$ cat src/slcr_pkg.sv
`timescale 1ns / 1ps

package slcr_pkg;

	// Default geometry of the line ring.
	localparam int LINE_SLOTS_DEF = 16;
	localparam int LINE_BYTES_DEF = 48;

	// Command codes on the request side.
	localparam logic [2:0] CMD_RX_BYTE      = 3'd0;
	localparam logic [2:0] CMD_SCROLL_OLDER = 3'd1;
	localparam logic [2:0] CMD_SCROLL_RESET = 3'd2;
	localparam logic [2:0] CMD_READ_CHAR    = 3'd3;
	localparam logic [2:0] CMD_CLEAR_ALL    = 3'd4;

	// Line terminators.
	localparam logic [7:0] CHAR_LF = 8'd10;
	localparam logic [7:0] CHAR_CR = 8'd13;

	// Operation as classified by the front end.
	typedef enum logic [2:0] {
		OP_BYTE,
		OP_TERM,
		OP_SCROLL_UP,
		OP_SCROLL_RST,
		OP_READ,
		OP_CLEAR,
		OP_NOP
	} op_t;

	typedef struct packed {
		logic [2:0] command;
		logic [7:0] rx_byte;
		logic [3:0] line_offset;
		logic [5:0] column;
	} request_t;

	typedef struct packed {
		logic [7:0]  read_char;
		logic [4:0]  line_count;
		logic [3:0]  scroll_offset;
		logic [31:0] received_total;
		logic        line_committed;
	} result_t;

	typedef struct packed {
		op_t        op;
		logic [7:0] rx_byte;
		logic [3:0] line_offset;
		logic [5:0] column;
	} op_item_t;

endpackage

$ cat src/slcr_front.sv
`timescale 1ns / 1ps

module slcr_front (
	input  logic                clk,
	input  logic                arst_n,
	input  logic                push,
	output logic                full,
	input  slcr_pkg::request_t  request,
	output logic                op_valid,
	output slcr_pkg::op_item_t  op_item,
	input  logic                op_take
);

	// Two-entry command queue; commands are classified on the way in.
	slcr_pkg::op_item_t entry_q [2];
	logic               wr_ptr_q;
	logic               rd_ptr_q;
	logic [1:0]         count_q;
	logic               do_push;
	logic               do_pop;
	slcr_pkg::op_item_t classified;

	always_comb begin
		classified.rx_byte     = request.rx_byte;
		classified.line_offset = request.line_offset;
		classified.column      = request.column;
		unique case (request.command)
			slcr_pkg::CMD_RX_BYTE: begin
				if (request.rx_byte == slcr_pkg::CHAR_LF ||
						request.rx_byte == slcr_pkg::CHAR_CR) begin
					classified.op = slcr_pkg::OP_TERM;
				end else begin
					classified.op = slcr_pkg::OP_BYTE;
				end
			end
			slcr_pkg::CMD_SCROLL_OLDER: classified.op = slcr_pkg::OP_SCROLL_UP;
			slcr_pkg::CMD_SCROLL_RESET: classified.op = slcr_pkg::OP_SCROLL_RST;
			slcr_pkg::CMD_READ_CHAR:    classified.op = slcr_pkg::OP_READ;
			slcr_pkg::CMD_CLEAR_ALL:    classified.op = slcr_pkg::OP_CLEAR;
			default:                    classified.op = slcr_pkg::OP_NOP;
		endcase
	end

	assign full     = (count_q == 2'd2);
	assign op_valid = (count_q != 2'd0);
	assign op_item  = entry_q[rd_ptr_q];
	assign do_push  = push && !full;
	assign do_pop   = op_take && op_valid;

	always_ff @(posedge clk or negedge arst_n) begin
		if (!arst_n) begin
			wr_ptr_q <= 1'b0;
			rd_ptr_q <= 1'b0;
			count_q  <= 2'd0;
		end else begin
			if (do_push) begin
				wr_ptr_q <= !wr_ptr_q;
			end
			if (do_pop) begin
				rd_ptr_q <= !rd_ptr_q;
			end
			if (do_push && !do_pop) begin
				count_q <= count_q + 2'd1;
			end else if (do_pop && !do_push) begin
				count_q <= count_q - 2'd1;
			end
		end
	end

	always_ff @(posedge clk) begin
		if (do_push) begin
			entry_q[wr_ptr_q] <= classified;
		end
	end

endmodule

$ cat config.mk
export PLATFORM = sky130hd
export DESIGN_NAME = slcr_front
export DESIGN_NICKNAME = d
export VERILOG_FILES = /design/src/slcr_pkg.sv /design/src/slcr_front.sv
export SDC_FILE = /design/constraint.sdc
export NUM_CORES = 1
export LEC_CHECK = 0
export CORE_UTILIZATION = 45
export CTS_BUF_LIST = sky130_fd_sc_hd__clkbuf_8
export DETAILED_ROUTE_END_ITERATION = 7
export DONT_BUFFER_PORTS = 1
export SLEW_MARGIN = 15
export SYNTH_ARGS = -nofsm -noshare
export SYNTH_HDL_FRONTEND = slang
export SYNTH_SLANG_ARGS = --single-unit
$ cat constraint.sdc
create_clock -name clk -period 3.56 [get_ports clk]
set_clock_uncertainty 0.15 [all_clocks]
set_input_delay 0.712 -clock clk [delete_from_list [all_inputs] [get_ports clk]]
set_output_delay 0.712 -clock clk [all_outputs]
set_load 0.005 [all_outputs]
==> After elaboration in Yosys (flattened, before gate mapping) <==
Memory sizes are Yosys's and may differ from the RTL's.
Index checks and enable logic that the tools add are counted.
{ "word_totals": {"word_cells": 32, "output_inout_bits": 23, "memories": 1, "ram_bits": 42, "reg_bits": 4} }
{ "classes": {"n_eq_ne": 7, "muxes": 6, "addsub": 2, "n_reduce_logical": 13} }
{ "memory_table": {"columns": ["memory", "depth", "word_bits", "rd", "rd_clocked_by_memory_dff", "write_ports", "line", "rtl"], "rows": [
  ["entry_q", 2, 21, 1, 0, 1, "slcr_front.sv:15", "slcr_pkg::op_item_t entry_q [2];"]
]} }
{ "op_table": {"columns": ["operator", "count"], "rows": [
  ["equality test 8 x 4 -> 1 bit (second input constant)", 2],
  ["case mux 3 bit (5 select lines)", 1],
  ["equality test 3 x 2 -> 1 bit (second input constant)", 2],
  ["zero test 1 bit", 5],
  ["logical AND 1 bit", 4],
  ["two-way mux 2 bit", 2],
  ["nonzero test 2 bit", 2],
  ["equality test 3 x 1 -> 1 bit (second input constant)", 1],
  ["equality test 3 bit (second input constant)", 1],
  ["zero test 3 bit", 1],
  ["two-way mux 1 bit", 3],
  ["adder 2 x 1 -> 2 bit (second input constant)", 1],
  ["equality test 2 bit (second input constant)", 1],
  ["subtractor 2 x 1 -> 2 bit (second input constant)", 1],
  ["logical OR 1 bit", 1]
]} }

==> Logic depth before layout (Yosys ltp) <==
{ "logic_depth": {"depth_word": 7, "mapped_depth": 7, "depth_no_buf": 7} }

==> Worst setup path after synthesis <==
OpenSTA, ideal clock, no wires.
{ "synth_path": {"path_kind": "input-to-reg", "startpoint": "in push", "endpoint": "mem entry_q[0][0] (netlist name) (enable)", "path_slack_ps": 1310, "stages": 2, "arrival_ps": 1701, "setup_ps": 399, "cell_sequence": "nand2_1 > nor2_1"} }
{ "synth_between": {"elab_chain_cells": 3} }
{ "synth_lines": {"columns": ["item", "line", "rtl"], "rows": [
  ["from (decl)", "slcr_front.sv:6", "input logic push,"],
  ["logical AND 1 bit", "slcr_front.sv:47", "assign do_push = push && !full;"],
  ["two-way mux 1 bit", "slcr_front.sv:71", "if (do_push) begin"],
  ["two-way mux 1 bit (implied by the code)", "slcr_front.sv:72", "entry_q[wr_ptr_q] <= classified;"],
  ["to (decl)", "slcr_front.sv:15", null]
]} }
Every way passes these cells.

==> results.toml <==
[layout]
final_common_cell = "edfxtp_1"
antenna_cells = 0
fin_area_mm2 = 0.001936
postLayoutCoreUtil = 0.5209
syn2layout_area_growth_pct = 8.714
fin_cells = 151
seq_area_mm2 = 0.001361
nFillCells = 315
final_cell_mix = "edfxtp_1, mux2_2, clkbuf_8"
nets = 128
multiInputGateArea_um2 = 399.1
final_layout_size_suffix_gt1_frac = 0.3204

[clocking]
cts_tree = "built"
clk_pin_slew_worst_paths_ns = 0.08
cts_root_buf = "clkbuf_8"
clk_latency_ns = 0.29
clock_sinks = 46
numCtsBuffers = 5
clock_path_buffers = 2
htreeDepth = 2

[timing]
setup_viol = 0
fin_crit_sh = 0.7139
tns_ns = 0
drv_slew = 0
hold_viol_final = 0
rsz0062_at_grt = "no"
whs_ns = 0.3404
clock.fmax_mhz = 393.4
slew_headroom = 0.3348
tightest_slew_ns = 0.9978
fin_crit_ns = 2.542

[grt]
overflow = 0
antenna_found_initial = 0
gr-usage-all-layers = 0.1344
grt_max_degree = 23
grt_pass1_vias = 839
grt_pass1_wl_um = 3939

[routing]
post-route-drc-count = 0
firstDrtPassIters = 4
vias = 793
viasPerCell = 5.252
final_antenna_net_count = 0
drt-total-wl_um = 2549
drt_iter0_drc = 42
wire_per_inst_um = 16.88

[worst_setup_path]
rrSetupSlack_ns = 1.63
cp.depth = 1
slowest_stage = "dfrtp_1"
rr_endpoint = "entry_q[1][4]"
r2r_start = "count_q[0]"
crit_buf_inv = 0
r2r_cells = 2
critical-path-max-stage-delay_ns = 0.95
path_cells = "mux2_2"
critPathMaxFanout = 22
crit_family = "flip-flops"
worstSetupPathType = "flip-flop to output pin"
crit_required_ns = 2.70
critPathLaunchType = "flip-flop"
end_kind = "output pin"
cp.arrival_ns = 1.68

[synth]
syn_area_mm2 = 0.001780
syn_inst = 95
async_flop_share = 0.08696
ys_warn_count = 0
ys_ff_latch = 46
synth.distinct_cells = 20
synth-edff-count = 42
syn_nets = 121
synth_ff_type = "edfxtp_1"
synth_area_per_cell_um2 = 18.74
synth-seq-area-share = 0.7646

[pwr]
powerDensity_mw_per_mm2 = 756.5
peakVddDrop_mv = 0.4961
leakage_nw = 0.6686

[placed_design]
hpwlAfterDp_um = 1705
place_area_mm2 = 0.001836
place.gp.congestion = 0.6925
placed_cells = 142
port_buffers = 0

[min_path]
hold_end = "count_q[1]"
worstHoldPathType = "flip-flop to flip-flop"
min_from = "count_q[1]"
min_delay_path_depth = 1

[floorplanning]
rows = 22
die-area_mm2 = 0.004212
initial_core_util = 0.4791
die_h_um = 64.90
fp.coreArea_mm2 = 0.003716
dieWidth_um = 64.90
ios = 48

[status]
status = "complete, no violations"

[flow_run]
cap_violations = 0
logic make-up (layout without fill, tap and decap cells):
| group | after synthesis | after routing | synth area share |
|---|---|---|---|
| AO/OA/AOI/OAI | 3 | 3 | 0.01335 |
| flip-flops | 46 | 46 | 0.7646 |
| buffers and inverters | 4 | 12 | 0.01265 |
| adder cells (fa/ha/maj) | 1 | 1 | 0.007026 |
| multiplexers | 21 | 21 | 0.1328 |
| AND/OR/NAND/NOR | 15 | 15 | 0.04499 |
| XOR/XNOR | 5 | 5 | 0.02460 |
sequential cells by signal, indices dropped and copies added (netlist names):
signal / count
count_q: 2
wr_ptr_q: 1
rd_ptr_q: 1
entry_q: 42
cell type report:
| cell class | count | share of cell area |
|---|---|---|
| clock buffers | 5 | 0.03555 |
| clock inverters | 3 | 0.01099 |
| inverters | 2 | 0.003878 |
| multi-input cells | 45 | 0.2062 |
| flip-flops and latches | 46 | 0.7033 |
| well taps | 48 | 0.03103 |
| repair buffers | 2 | 0.009050 |
stage by stage:
step / power, W / setup WS [ns]
floorplan: 0.001112 / 1.310
global placement: 0.001176 / 1.277
detailed placement: 0.001181 / 1.296
CTS: 0.001491 / 0.9471
global route: 0.001544 / 0.8715
finish: 0.001464 / 1.018
power by group:
group / switching (W) / total (W) / internal (W)
combinational: 0.000159 / 0.000328 / 0.000170
sequential: 0.0000854 / 0.000830 / 0.000745
clock: 0.000168 / 0.000306 / 0.000138
total: 0.000412 / 0.00146 / 0.00105
Yosys cell counts, types with 2 or more instances:
cell,count,area share
edfxtp_1,42,0.71
mux2_2,21,0.13
nand2_1,2,0.0042
buf_4,2,0.0084
nor2_1,5,0.011
xor2_1,2,0.0098
nand2b_1,2,0.0070
dfrtp_1,4,0.056
xnor2_1,3,0.015
inv_1,2,0.0042
per-layer routing:
layer	global-route usage	wire length (um)	vias up
met3	0.06162	194	5
met4	0.05833	45	0
met2	0.2383	1318	28
li1	-	-	374
met5	0	0	-
met1	0.1329	991	386
worst max path at each step:
stage,from,end
finish,rd_ptr_q,op_item[10]
detailed placement,rd_ptr_q,op_item[10]
CTS,rd_ptr_q,op_item[12]
floorplan,push,entry_q[0][0]
global placement,rd_ptr_q,op_item[10]
global route,rd_ptr_q,op_item[12]
timing repair:
action                    CTS  global route
gates resized for setup     0             0
buffers inserted            0             0
hold endpoints to repair    4             0
hold buffers                1             0
Power figures use the tool's default switching activity.
